===== src/rtl/rlv_pkg.sv =====
// Shared types and constants of the RMS level meter that maps a frame level to a velocity.
// Holds the controller and log2 unit state types, register codes and fixed-point constants.
// No dependencies; every other file of the block imports this package.
package rlv_pkg;

  // Digit size of every serial multiplier in the block.
  localparam int DIGIT_W = 4;

  // Log2 results: 6-bit integer part (MSB index up to 63), 16 fraction bits.
  localparam int LOG_FRAC_W = 16;
  localparam int LOG_INT_W  = 6;
  localparam int LOG_W      = LOG_INT_W + LOG_FRAC_W;

  // Configuration registers.
  localparam int CFG_INDEX_W = 2;
  localparam logic [CFG_INDEX_W-1:0] REG_BOUND_A = 2'd0;
  localparam logic [CFG_INDEX_W-1:0] REG_BOUND_B = 2'd1;

  // Levels and bounds in 1/256 dB.
  localparam int DB_W = 16;
  localparam logic signed [DB_W-1:0] BOUND_A_RESET = -16'sd10240;
  localparam logic signed [DB_W-1:0] BOUND_B_RESET = 16'sd0;
  localparam logic signed [DB_W-1:0] LEVEL_FLOOR   = -16'sd25600;
  localparam logic signed [DB_W-1:0] LEVEL_TOP     = 16'sd0;

  // Velocity.
  localparam int VEL_W = 7;
  localparam logic [VEL_W-1:0] VEL_MAX  = 7'd127;
  localparam logic [VEL_W-1:0] VEL_ZERO = 7'd0;

  // Log difference and its scaling by 256*10*log10(2) in Q16.
  localparam int DIFF_W        = 24;
  localparam int MAG_W         = 23;
  localparam int K_W           = 28;
  localparam int K_DIGITS      = K_W / DIGIT_W;
  localparam logic [K_W-1:0] DB_PER_LOG2_Q16 = 28'd50504453;
  localparam int SCALE_ACC_W   = 50;
  localparam int SCALE_SHIFT   = 32;
  localparam int RND_W         = SCALE_ACC_W - SCALE_SHIFT;
  localparam logic [SCALE_ACC_W-1:0] SCALE_ROUND = SCALE_ACC_W'(1) << (SCALE_SHIFT - 1);
  localparam logic [RND_W-1:0] FLOOR_MAG = 18'd25600;

  // Velocity division remainder width.
  localparam int REM_W = 24;

  // Frame controller states.
  typedef enum logic [3:0] {
    ST_IDLE,
    ST_SQUARE,
    ST_CLOSE,
    ST_LOG_SUM,
    ST_LOG_CNT,
    ST_SCALE,
    ST_VEL,
    ST_DIVIDE,
    ST_EMIT
  } rlv_state_t;

  // Log2 unit states.
  typedef enum logic [1:0] {
    LG_IDLE,
    LG_NORM,
    LG_SQR
  } lg_state_t;

  // Result of the log2 unit: one-cycle done strobe and the Q16 value.
  typedef struct packed {
    logic             done;
    logic [LOG_W-1:0] value;
  } log_res_t;

endpackage


===== src/rtl/rms_level_to_velocity.sv =====
// Frame RMS level meter: sums squared samples, gives the frame level in 1/256 dB and a velocity.
// Top level; instantiates rlv_log2 and depends on rlv_pkg.
//
// Usage:
// - Sample channel (sample_valid/sample_stall): one beat per audio sample; last_sample closes
//   the frame. A frame also closes on the sample that brings the count to MAX_FRAME.
// - Result channel (result_valid/result_stall): one beat per frame with velocity and level_db.
// - Configuration channel (cfg_valid/cfg_ready): always ready; index 0 writes bound A,
//   index 1 bound B, in 1/256 dB. Other indexes are ignored. Write only while idle.
// Squaring: each sample is squared by a 4-bit digit multiplier, digit by digit; the next
//   sample is taken in the cycle of the last digit, not before.
// Frame end: the log2 unit takes the sum and then the count; it normalizes each operand
//   by one-bit shifts (up to 63) and then runs its serial squarer, 8 digit steps for each
//   of 16 fraction bits. Scaling and division follow as needed. No samples are taken meanwhile.
// The result sits in an output register; if the receiver stalls, the next frame still
//   accumulates and waits only at its own end until the register is taken.
// Reset clears the accumulator, the sample count, the output valid and the bounds to
//   -40 dB and 0 dB.
module rms_level_to_velocity #(
  parameter int MAX_FRAME   = 65536,
  parameter int SAMPLE_BITS = 16
) (
  input  logic                                  clk,
  input  logic                                  rst,
  input  logic                                  sample_valid,
  output logic                                  sample_stall,
  input  logic signed [SAMPLE_BITS-1:0]         sample,
  input  logic                                  last_sample,
  output logic                                  result_valid,
  input  logic                                  result_stall,
  output logic [rlv_pkg::VEL_W-1:0]             velocity,
  output logic signed [rlv_pkg::DB_W-1:0]       level_db,
  input  logic                                  cfg_valid,
  output logic                                  cfg_ready,
  input  logic [rlv_pkg::CFG_INDEX_W-1:0]       cfg_index,
  input  logic [rlv_pkg::DB_W-1:0]              cfg_data
);
  import rlv_pkg::*;

  localparam int CNT_W     = $clog2(MAX_FRAME + 1);
  localparam int EXACT_W   = 2 * SAMPLE_BITS - 2 + CNT_W;
  localparam int SUM_W     = (EXACT_W > 64) ? 64 : EXACT_W;
  localparam int SQ_DIGITS = (SAMPLE_BITS + DIGIT_W - 1) / DIGIT_W;
  localparam int MPL_W     = SQ_DIGITS * DIGIT_W;
  localparam int MCD_W     = SAMPLE_BITS + DIGIT_W * (SQ_DIGITS - 1);
  localparam int PART_W    = MCD_W + DIGIT_W;
  localparam int SQ_CNT_W  = $clog2(SQ_DIGITS);
  localparam int SC_MCD_W  = MAG_W + DIGIT_W * (K_DIGITS - 1);
  localparam int SC_PART_W = SC_MCD_W + DIGIT_W;
  localparam int SC_CNT_W  = $clog2(K_DIGITS);
  localparam int DIV_CNT_W = $clog2(VEL_W);
  localparam logic [CNT_W-1:0]  MAX_COUNT  = CNT_W'(MAX_FRAME);
  localparam logic [DIFF_W-1:0] LOG_OFFSET = DIFF_W'((2 * SAMPLE_BITS - 2) * (1 << LOG_FRAC_W));

  rlv_state_t                state, state_next;

  // Accumulator state and configuration.
  logic [SUM_W-1:0]          square_sum;
  logic [CNT_W-1:0]          sample_count;
  logic                      close_q;
  logic signed [DB_W-1:0]    bound_a;
  logic signed [DB_W-1:0]    bound_b;

  // Sample squarer.
  logic [MCD_W-1:0]          sq_mcand;
  logic [MPL_W-1:0]          sq_mplier;
  logic [SQ_CNT_W-1:0]       sq_cnt;
  logic [SAMPLE_BITS-1:0]    sample_u;
  logic [SAMPLE_BITS-1:0]    mag;
  logic [PART_W-1:0]         sq_part;
  logic [SUM_W:0]            sum_add;
  logic [SUM_W-1:0]          sum_sat;
  logic [CNT_W-1:0]          count_inc;
  logic                      close_in;
  logic                      sq_last;
  logic                      accept;

  // Log stage.
  logic                      log_start;
  logic [SUM_W-1:0]          log_operand;
  log_res_t                  log_res;
  logic [LOG_W-1:0]          log_sum;
  logic [DIFF_W-1:0]         diff;
  logic [DIFF_W-1:0]         diff_mag;
  logic                      diff_neg;
  logic                      sum_zero;

  // dB scaling.
  logic [SC_MCD_W-1:0]       sc_mcand;
  logic [K_W-1:0]            sc_k;
  logic [SCALE_ACC_W-1:0]    sc_acc;
  logic [SC_CNT_W-1:0]       sc_cnt;
  logic [SC_PART_W-1:0]      sc_prod;
  logic [SCALE_ACC_W-1:0]    sc_sum;
  logic [RND_W-1:0]          rnd;
  logic                      k_last;

  // Velocity mapping and division.
  logic signed [DB_W-1:0]    level_r;
  logic [VEL_W-1:0]          vel_r;
  logic signed [DB_W-1:0]    lo;
  logic signed [DB_W-1:0]    hi;
  logic signed [DB_W:0]      num;
  logic [DB_W:0]             den;
  logic                      bounds_eq;
  logic                      num_le0;
  logic                      num_ge_den;
  logic                      need_div;
  logic [VEL_W-1:0]          vel_direct;
  logic [REM_W-1:0]          rem;
  logic [REM_W-1:0]          dsr;
  logic [REM_W-1:0]          rem_init;
  logic [REM_W-1:0]          num_ext;
  logic [DIV_CNT_W-1:0]      div_cnt;
  logic                      div_last;
  logic                      div_fit;
  logic                      emit_ok;

  // Square of the sample magnitude, one digit of the multiplier per cycle.
  assign sample_u  = sample;
  assign mag       = sample_u[SAMPLE_BITS-1] ? (~sample_u + 1'b1) : sample_u;
  assign sq_part   = PART_W'(sq_mcand) * PART_W'(sq_mplier[DIGIT_W-1:0]);
  assign sum_add   = (SUM_W+1)'(square_sum) + (SUM_W+1)'(SUM_W'(sq_part));
  assign sum_sat   = sum_add[SUM_W] ? '1 : sum_add[SUM_W-1:0];
  assign sq_last   = (sq_cnt == SQ_CNT_W'(SQ_DIGITS - 1));
  assign count_inc = sample_count + 1'b1;
  assign close_in  = last_sample || (count_inc == MAX_COUNT);
  assign accept    = sample_valid && !sample_stall;
  assign sum_zero  = (square_sum == '0);

  // Level exponent: log2(sum) - log2(count) - 2*(SAMPLE_BITS-1), Q16.
  assign diff     = DIFF_W'(log_sum) - DIFF_W'(log_res.value) - LOG_OFFSET;
  assign diff_neg = diff[DIFF_W-1];
  assign diff_mag = ~diff + 1'b1;

  // Magnitude times the dB constant, one constant digit per cycle.
  assign sc_prod = SC_PART_W'(sc_mcand) * SC_PART_W'(sc_k[DIGIT_W-1:0]);
  assign sc_sum  = sc_acc + SCALE_ACC_W'(sc_prod);
  assign rnd     = sc_sum[SCALE_ACC_W-1:SCALE_SHIFT];
  assign k_last  = (sc_cnt == SC_CNT_W'(K_DIGITS - 1));

  // Ordered bounds and the position of the level between them.
  assign lo         = (bound_a < bound_b) ? bound_a : bound_b;
  assign hi         = (bound_a < bound_b) ? bound_b : bound_a;
  assign num        = $signed({level_r[DB_W-1], level_r}) - $signed({lo[DB_W-1], lo});
  assign den        = {hi[DB_W-1], hi} - {lo[DB_W-1], lo};
  assign bounds_eq  = (den == '0);
  assign num_le0    = num[DB_W] || (num == '0);
  assign num_ge_den = !num[DB_W] && (num >= $signed(den));
  assign need_div   = !bounds_eq && !num_le0 && !num_ge_den;

  always_comb begin
    if (bounds_eq) begin
      vel_direct = (level_r >= lo) ? VEL_MAX : VEL_ZERO;
    end else if (num_le0) begin
      vel_direct = VEL_ZERO;
    end else begin
      vel_direct = VEL_MAX;
    end
  end

  // Dividend num*254 + den over divisor 2*den, quotient below 128.
  assign num_ext  = REM_W'(num[DB_W-1:0]);
  assign rem_init = (num_ext << 8) - (num_ext << 1) + REM_W'(den);
  assign div_fit  = (rem >= dsr);
  assign div_last = (div_cnt == DIV_CNT_W'(VEL_W - 1));

  // Shared log2 unit: first the sum, then the count.
  rlv_log2 #(
    .IN_W (SUM_W)
  ) u_log2 (
    .clk     (clk),
    .rst     (rst),
    .start   (log_start),
    .operand (log_operand),
    .res     (log_res)
  );

  // Next state.
  always_comb begin
    state_next = state;
    case (state)
      ST_IDLE: begin
        if (accept) state_next = ST_SQUARE;
      end
      ST_SQUARE: begin
        if (sq_last) begin
          if (close_q) begin
            state_next = ST_CLOSE;
          end else if (accept) begin
            state_next = ST_SQUARE;
          end else begin
            state_next = ST_IDLE;
          end
        end
      end
      ST_CLOSE: begin
        state_next = sum_zero ? ST_VEL : ST_LOG_SUM;
      end
      ST_LOG_SUM: begin
        if (log_res.done) state_next = ST_LOG_CNT;
      end
      ST_LOG_CNT: begin
        if (log_res.done) state_next = diff_neg ? ST_SCALE : ST_VEL;
      end
      ST_SCALE: begin
        if (k_last) state_next = ST_VEL;
      end
      ST_VEL: begin
        state_next = need_div ? ST_DIVIDE : ST_EMIT;
      end
      ST_DIVIDE: begin
        if (div_last) state_next = ST_EMIT;
      end
      ST_EMIT: begin
        if (emit_ok) state_next = ST_IDLE;
      end
      default: state_next = ST_IDLE;
    endcase
  end

  // Handshake and log unit controls.
  always_comb begin
    sample_stall = !((state == ST_IDLE) || ((state == ST_SQUARE) && sq_last && !close_q));
    log_start    = ((state == ST_CLOSE) && !sum_zero) || ((state == ST_LOG_SUM) && log_res.done);
    log_operand  = (state == ST_CLOSE) ? square_sum : SUM_W'(sample_count);
    emit_ok      = !result_valid || !result_stall;
    cfg_ready    = 1'b1;
  end

  // Control state, accumulator and sample count.
  always_ff @(posedge clk) begin
    if (rst) begin
      state        <= ST_IDLE;
      square_sum   <= '0;
      sample_count <= '0;
      close_q      <= 1'b0;
    end else begin
      state <= state_next;
      if (state == ST_SQUARE) begin
        square_sum <= sum_sat;
      end
      if (accept) begin
        sample_count <= count_inc;
        close_q      <= close_in;
      end
      if ((state == ST_EMIT) && emit_ok) begin
        square_sum   <= '0;
        sample_count <= '0;
        close_q      <= 1'b0;
      end
    end
  end

  // Configuration registers.
  always_ff @(posedge clk) begin
    if (rst) begin
      bound_a <= BOUND_A_RESET;
      bound_b <= BOUND_B_RESET;
    end else if (cfg_valid && cfg_ready) begin
      case (cfg_index)
        REG_BOUND_A: bound_a <= cfg_data;
        REG_BOUND_B: bound_b <= cfg_data;
        default: begin
        end
      endcase
    end
  end

  // Sample squarer digits.
  always_ff @(posedge clk) begin
    if (accept) begin
      sq_mcand  <= MCD_W'(mag);
      sq_mplier <= MPL_W'(mag);
      sq_cnt    <= '0;
    end else if (state == ST_SQUARE) begin
      sq_mcand  <= sq_mcand << DIGIT_W;
      sq_mplier <= sq_mplier >> DIGIT_W;
      sq_cnt    <= sq_cnt + 1'b1;
    end
  end

  // Frame end datapath: logs, scaling, velocity division.
  always_ff @(posedge clk) begin
    case (state)
      ST_CLOSE: begin
        if (sum_zero) level_r <= LEVEL_FLOOR;
      end
      ST_LOG_SUM: begin
        if (log_res.done) log_sum <= log_res.value;
      end
      ST_LOG_CNT: begin
        if (log_res.done) begin
          if (diff_neg) begin
            sc_mcand <= SC_MCD_W'(diff_mag[MAG_W-1:0]);
            sc_k     <= DB_PER_LOG2_Q16;
            sc_acc   <= SCALE_ROUND;
            sc_cnt   <= '0;
          end else begin
            level_r <= LEVEL_TOP;
          end
        end
      end
      ST_SCALE: begin
        sc_acc   <= sc_sum;
        sc_mcand <= sc_mcand << DIGIT_W;
        sc_k     <= sc_k >> DIGIT_W;
        sc_cnt   <= sc_cnt + 1'b1;
        if (k_last) begin
          // Round half away from zero happened through the preset half; clamp at -100 dB.
          level_r <= (rnd >= FLOOR_MAG) ? LEVEL_FLOOR : (DB_W'(0) - DB_W'(rnd));
        end
      end
      ST_VEL: begin
        if (need_div) begin
          vel_r   <= VEL_ZERO;
          rem     <= rem_init;
          dsr     <= REM_W'(den) << VEL_W;
          div_cnt <= '0;
        end else begin
          vel_r <= vel_direct;
        end
      end
      ST_DIVIDE: begin
        // Restoring division, one quotient bit per cycle.
        if (div_fit) rem <= rem - dsr;
        vel_r   <= {vel_r[VEL_W-2:0], div_fit};
        dsr     <= dsr >> 1;
        div_cnt <= div_cnt + 1'b1;
      end
      default: begin
      end
    endcase
  end

  // Output register.
  always_ff @(posedge clk) begin
    if (rst) begin
      result_valid <= 1'b0;
    end else if ((state == ST_EMIT) && emit_ok) begin
      result_valid <= 1'b1;
    end else if (!result_stall) begin
      result_valid <= 1'b0;
    end
  end

  always_ff @(posedge clk) begin
    if ((state == ST_EMIT) && emit_ok) begin
      velocity <= vel_r;
      level_db <= level_r;
    end
  end

  // The reported level always lies between -100 dB and 0 dB.
  a_level_range: assert property (@(posedge clk) disable iff (rst)
    result_valid |-> ((level_db <= LEVEL_TOP) && (level_db >= LEVEL_FLOOR)))
    else $error("level_db out of range");

  // The frame never holds more than MAX_FRAME samples.
  a_count_bound: assert property (@(posedge clk) disable iff (rst)
    sample_count <= MAX_COUNT)
    else $error("sample count beyond MAX_FRAME");

  // Handing a frame to the output register clears the accumulator.
  a_clear: assert property (@(posedge clk) disable iff (rst)
    ((state == ST_EMIT) && emit_ok) |=> ((square_sum == '0) && (sample_count == '0)))
    else $error("accumulator not cleared after a frame");

  // The log unit only finishes while the controller waits for it.
  a_log_done: assert property (@(posedge clk) disable iff (rst)
    log_res.done |-> ((state == ST_LOG_SUM) || (state == ST_LOG_CNT)))
    else $error("log2 result arrived outside a log state");

endmodule


===== src/rtl/rlv_log2.sv =====
// Serial log2 unit: returns log2 of a positive operand in Q16.
// Normalizes one bit per cycle, then squares the Q31 mantissa 16 times with a 4-bit digit multiplier.
// Depends on rlv_pkg.
module rlv_log2 #(
  parameter int IN_W = 47
) (
  input  logic              clk,
  input  logic              rst,
  input  logic              start,
  input  logic [IN_W-1:0]   operand,
  output rlv_pkg::log_res_t res
);
  import rlv_pkg::*;

  localparam int NW        = (IN_W > 32) ? IN_W : 32;
  localparam int IDX_W     = $clog2(NW);
  localparam int MANT_W    = 32;
  localparam int DIG_STEPS = MANT_W / DIGIT_W;
  localparam int DCNT_W    = $clog2(DIG_STEPS);
  localparam int ITER_W    = $clog2(LOG_FRAC_W);
  localparam int PROD_W    = MANT_W + DIGIT_W;

  lg_state_t              state, state_next;
  logic [NW-1:0]          norm;
  logic [IDX_W-1:0]       msb_idx;
  logic [MANT_W-1:0]      mcand;
  logic [MANT_W-1:0]      mplier;
  logic [MANT_W:0]        acc;
  logic [DCNT_W-1:0]      dig_cnt;
  logic [ITER_W-1:0]      iter;
  logic [LOG_FRAC_W-1:0]  frac;
  logic                   done;

  logic [PROD_W-1:0]      prod;
  logic [PROD_W:0]        step_sum;
  logic [MANT_W:0]        hi;
  logic [MANT_W-1:0]      m_next;
  logic                   last_dig;
  logic                   last_iter;

  // One digit of the mantissa square per cycle; the low nibble leaves as the sum shifts right.
  assign prod      = PROD_W'(mcand) * PROD_W'(mplier[DIGIT_W-1:0]);
  assign step_sum  = (PROD_W+1)'(acc) + (PROD_W+1)'(prod);
  assign hi        = step_sum[PROD_W:DIGIT_W];
  assign last_dig  = (dig_cnt == DCNT_W'(DIG_STEPS - 1));
  assign last_iter = (iter == '0);

  // After the last digit hi is the square over 2^32; a set top bit means the square reached 2.
  assign m_next = hi[MANT_W-1] ? hi[MANT_W-1:0] : {hi[MANT_W-2:0], step_sum[DIGIT_W-1]};

  // Next state.
  always_comb begin
    state_next = state;
    case (state)
      LG_IDLE: begin
        if (start) state_next = LG_NORM;
      end
      LG_NORM: begin
        if (norm[NW-1]) state_next = LG_SQR;
      end
      LG_SQR: begin
        if (last_dig && last_iter) state_next = LG_IDLE;
      end
      default: state_next = LG_IDLE;
    endcase
  end

  // Outputs.
  always_comb begin
    res.done  = done;
    res.value = {LOG_INT_W'(msb_idx), frac};
  end

  // Control registers.
  always_ff @(posedge clk) begin
    if (rst) begin
      state <= LG_IDLE;
      done  <= 1'b0;
    end else begin
      state <= state_next;
      done  <= (state == LG_SQR) && last_dig && last_iter;
    end
  end

  // Datapath registers.
  always_ff @(posedge clk) begin
    case (state)
      LG_IDLE: begin
        if (start) begin
          norm    <= NW'(operand);
          msb_idx <= IDX_W'(NW - 1);
          frac    <= '0;
        end
      end
      LG_NORM: begin
        if (norm[NW-1]) begin
          mcand   <= norm[NW-1 -: MANT_W];
          mplier  <= norm[NW-1 -: MANT_W];
          acc     <= '0;
          dig_cnt <= '0;
          iter    <= ITER_W'(LOG_FRAC_W - 1);
        end else begin
          norm    <= norm << 1;
          msb_idx <= msb_idx - 1'b1;
        end
      end
      LG_SQR: begin
        if (last_dig) begin
          mcand      <= m_next;
          mplier     <= m_next;
          acc        <= '0;
          dig_cnt    <= '0;
          frac[iter] <= hi[MANT_W-1];
          iter       <= iter - 1'b1;
        end else begin
          acc     <= hi;
          mplier  <= mplier >> DIGIT_W;
          dig_cnt <= dig_cnt + 1'b1;
        end
      end
      default: begin
      end
    endcase
  end

endmodule

===== config.mk =====
export PLATFORM = sky130hd
export DESIGN_NAME = rms_level_to_velocity
export DESIGN_NICKNAME = d
export VERILOG_FILES = /design/src/rtl/rlv_pkg.sv /design/src/rtl/rms_level_to_velocity.sv /design/src/rtl/rlv_log2.sv
export SDC_FILE = /design/constraint.sdc
export NUM_CORES = 2
export LEC_CHECK = 0
export BUFFER_PORTS_ARGS = -buffer_cell sky130_fd_sc_hd__buf_2
export CORE_ASPECT_RATIO = 0.8
export CORE_UTILIZATION = 45
export DETAILED_ROUTE_END_ITERATION = 8
export GPL_TIMING_DRIVEN = 0
export PLACE_DENSITY_LB_ADDON = 0.1
export SLEW_MARGIN = 10
export SYNTH_ARGS = -nofsm -noshare
export SYNTH_HDL_FRONTEND = slang
export SYNTH_SLANG_ARGS = --single-unit

===== constraint.sdc =====
create_clock -name clk -period 9.2 [get_ports clk]
set_clock_uncertainty 0.15 [all_clocks]
set_input_delay 1.84 -clock clk [delete_from_list [all_inputs] [get_ports clk]]
set_output_delay 1.84 -clock clk [all_outputs]
set_load 0.05 [all_outputs]

==> out/results.txt <==
most frequent cells in the layout - 601 x nand2_1, 441 x inv_1, 440 x edfxtp_1
hold crit path type - reg -> reg
H-Tree Depth - 3
largest net degree at the start of global routing - 54
DIE AREA - 103,000 um^2
startpoint types - flip-flop
share of cells above drive strength 1 - 5.30%
asr flop ratio synth - 0%
Core Region - 101,000 um^2
Max Fanout on Critical Path - 27
Worst R2R End - dsr[6]
Clock Latency Late Sink - 0.66 ns
Synth area leaders - edfxtp_1 29%, fa_1 14%, ha_1 7.9%
clock sinks - 559
Max VDD drop - 0.275 mV
Hold Path Origin - vel_r[6]
area added between synthesis and finish - 10.2%
power share of the clock group - 21.2%
Num CTS Buffers - 68
Residual DRC - 0
Critical Path RT - 9.32 ns
I/O Pins - 66
post-route ant nets - 0
combinational fraction of design power - 53.6%
initial core utilization - 45.4%
slowest library cell on the worst path - nand2_2
port bufs - 62
Worst path max stage delay - 0.67 ns
DRC marker count from the first detailed-route iteration - 2,891
clk slew on worst S/H paths - 0.06 ns
Setup crit end kind - flip-flop
Post-Syn Nets - 5,481
WL/cell - 19.8 um
#FFs+latches synth - 559
sequential share of power - 25.2%
vias - 35,500
stages on the worst setup path - 27
Clock Tree Buf Depth - 3
CTS root buf - clkbuf_16
Tmin final - 8.00 ns
Mapped Area - 45,700 um^2
Fin. Hold Viols - 0
first-pass GRT wire length - 200 mm
reg2reg start - bound_b[2]
Fin Setup TNS - 0 ns
Hold Buf Count CTS - 0
Die Span Y - 287 um
WP data arrival - 8.12 ns
f_max - 0.125 GHz
unrepaired setup endpoints after global routing - no
setup violators final - 0
EDFF count, synth - 440
CTS tree - done
syn_area_per_cell - 9.46 um^2
Worst Setup SP - bound_b[2]
largest area contributor in the netlist - edfxtp_1
Post-Syn Instances - 4,831
post-CTS setup buffer count - 0
CP delay by family, top - compound AO/OA/AOI/OAI gates
# rows - 104
post-CTS sizing - 0
initial antenna violation count - 4
TritonRoute pass-1 iters - 5
Worst R2R Path Depth - 27
synth warn - 0
internal reg-to-reg setup slack - 1.20 ns
Yosys top cell area share - 28.9%
WS Path Type - reg -> reg
vias in the first global route - 34,800
GRT Overall Usage - 24.8%
Max Cap Viol - 0
grt total ovfl - 0
actual slew at the worst max-slew pin - 1.05 ns
Tot Pwr - 13.6 mW
Sw Ratio - 44.1%
status - finished, final reports clean
commonest non-fill, non-tap cell in the layout - nand2_1
Int Pwr - 7.59 mW
Netlist cell types - 103
final wirelength - 126 mm
routability cong. - 0.889
ys flop type - edfxtp_1
Slew Viols, Final - 0
die boundary width - 358 um
Leak - 21.3 nW
Vias per Instance - 5.58
PwrDens - 270 nW/um^2
Rel. slew slack - 29.7%
sequential share of the synthesized area - 34.1%
DPL Wire Length - 99.0 mm
net switching power - 5.98 mW
period utilisation layout - 87.0%
fin nets - 5,628
CP Buf/Inv Count - 5
CP Capture Point - dsr[6]
cells in the mapped netlist, types with 8 or more instances:
library cell  number
nand2_1          603
inv_1            441
edfxtp_1         440
nor2_1           351
a21oi_1          332
fa_1             321
ha_1             289
o21ai_0          203
and2_1           178
clkbuf_1         168
xnor2_1          126
dfxtp_1          119
xor2_1           109
a21o_1           108
and3_1            91
nand3_1           83
nor3_1            81
nor2b_1           67
o21a_1            67
mux2i_1           66
nand2b_1          45
a211oi_1          42
a31oi_1           33
nand4_1           33
a22o_1            31
or3_1             29
nor4_1            26
o211ai_1          24
o21bai_1          22
o31ai_1           22
o22ai_1           16
buf_1             15
a221oi_1          14
a21boi_0          13
nor3b_1           13
nand3b_1          12
or2_2             11
and4_1            10
a211o_1            9
buf_2              9
o2111ai_1          9
mux2_2             8
routing by layer:
layer / up-vias / global-route usage, % / wire length [um]
met3: 165 / 3.63 / 6890
met2: 927 / 37.1 / 54000
met4: 0 / 5.77 / 2880
met5: - / 0 / 0
li1: 17100 / - / -
met1: 17400 / 37.7 / 62500
kinds of logic after synthesis:
| group | Yosys count | share of synthesized area [%] |
|---|---|---|
| and+or+nand+nor | 1660 | 17.4 |
| other | 1 | 0.00821 |
| adders and majority gates | 612 | 22.0 |
| buffers and inverters | 640 | 5.34 |
| DFF | 559 | 34.1 |
| AOI/OAI and AO/OA | 1049 | 14.9 |
| xor gates and xnor gates | 236 | 4.54 |
| muxes | 74 | 1.64 |
metrics by stage:
stage                     setup WS, ns  hold slack [ns]  util (%)  instance area [um^2]  instances
after floorplan                  0.164            0.250         -                 45700       4831
after global placement           -3.15            0.252      47.4                 47600       6218
after detailed placement          1.26            0.264      47.7                 48000       6233
after CTS                         1.21            0.294      50.0                 50300       6359
after global routing             0.653            0.307      50.0                 50300       6361
final                             1.20            0.290      50.0                 50300       6364
layout make-up:
| cell class | count | area (um^2) |
|---|---|---|
| Antenna cell | 5 | 12.5 |
| Buffer | 198 | 778 |
| Clock buffer | 90 | 1900 |
| Clock inverter | 36 | 438 |
| Fill cell | 9433 | 50300 |
| Inverter | 442 | 1660 |
| Multi-Input combinational cell | 3632 | 27700 |
| Sequential cell | 559 | 15600 |
| Tap cell | 1325 | 1660 |
| Timing Repair Buffer | 77 | 572 |
flip-flops by register name, summed over array words and instances, names as in the netlist, 7 cells and up:
| signal | flops |
|---|---|
| sq_mplier | 16 |
| level_r | 16 |
| u_log2.frac | 16 |
| u_log2.mcand | 32 |
| sample_count | 17 |
| velocity | 7 |
| bound_a | 16 |
| rem | 24 |
| sc_k | 16 |
| square_sum | 47 |
| sc_mcand | 47 |
| bound_b | 16 |
| vel_r | 7 |
| sc_acc | 50 |
| log_sum | 22 |
| dsr | 24 |
| u_log2.mplier | 32 |
| sq_mcand | 28 |
| u_log2.acc | 33 |
| u_log2.norm | 47 |
| level_db | 16 |
how the worst min path moves through the flow:
stage	to	cells past startpoint	slack [ns]
6_report	velocity[6]	0	0.29
5_1_grt	velocity[0]	0	0.31
4_1_cts	velocity[6]	0	0.29
3_5_place_dp	velocity[6]	0	0.26
3_3_place_gp	velocity[6]	0	0.25
2_1_floorplan	velocity[6]	0	0.25
worst register-to-register path, delay by kind of cell, from the launching register on:
kind | cells | cell delay, ns
flops | 1 | 0.41
xor+xnor | 1 | 0.23
fa+ha+maj | 3 | 1.00
simple gates | 4 | 1.38
mux | 1 | 0.39
compound gates | 13 | 2.74
buf+inv | 5 | 1.32
power groups by stage:
stage	sequential, mW	combinational [mW]	clock (mW)
after CTS	3.42	7.26	2.95
after floorplan	3.33	5.30	0
after detailed placement	3.47	7.19	0
after global placement	3.50	7.11	0
final	3.42	7.27	2.88
after global routing	3.45	8.15	3.03
Note: power is estimated with default switching activity, not from simulation.
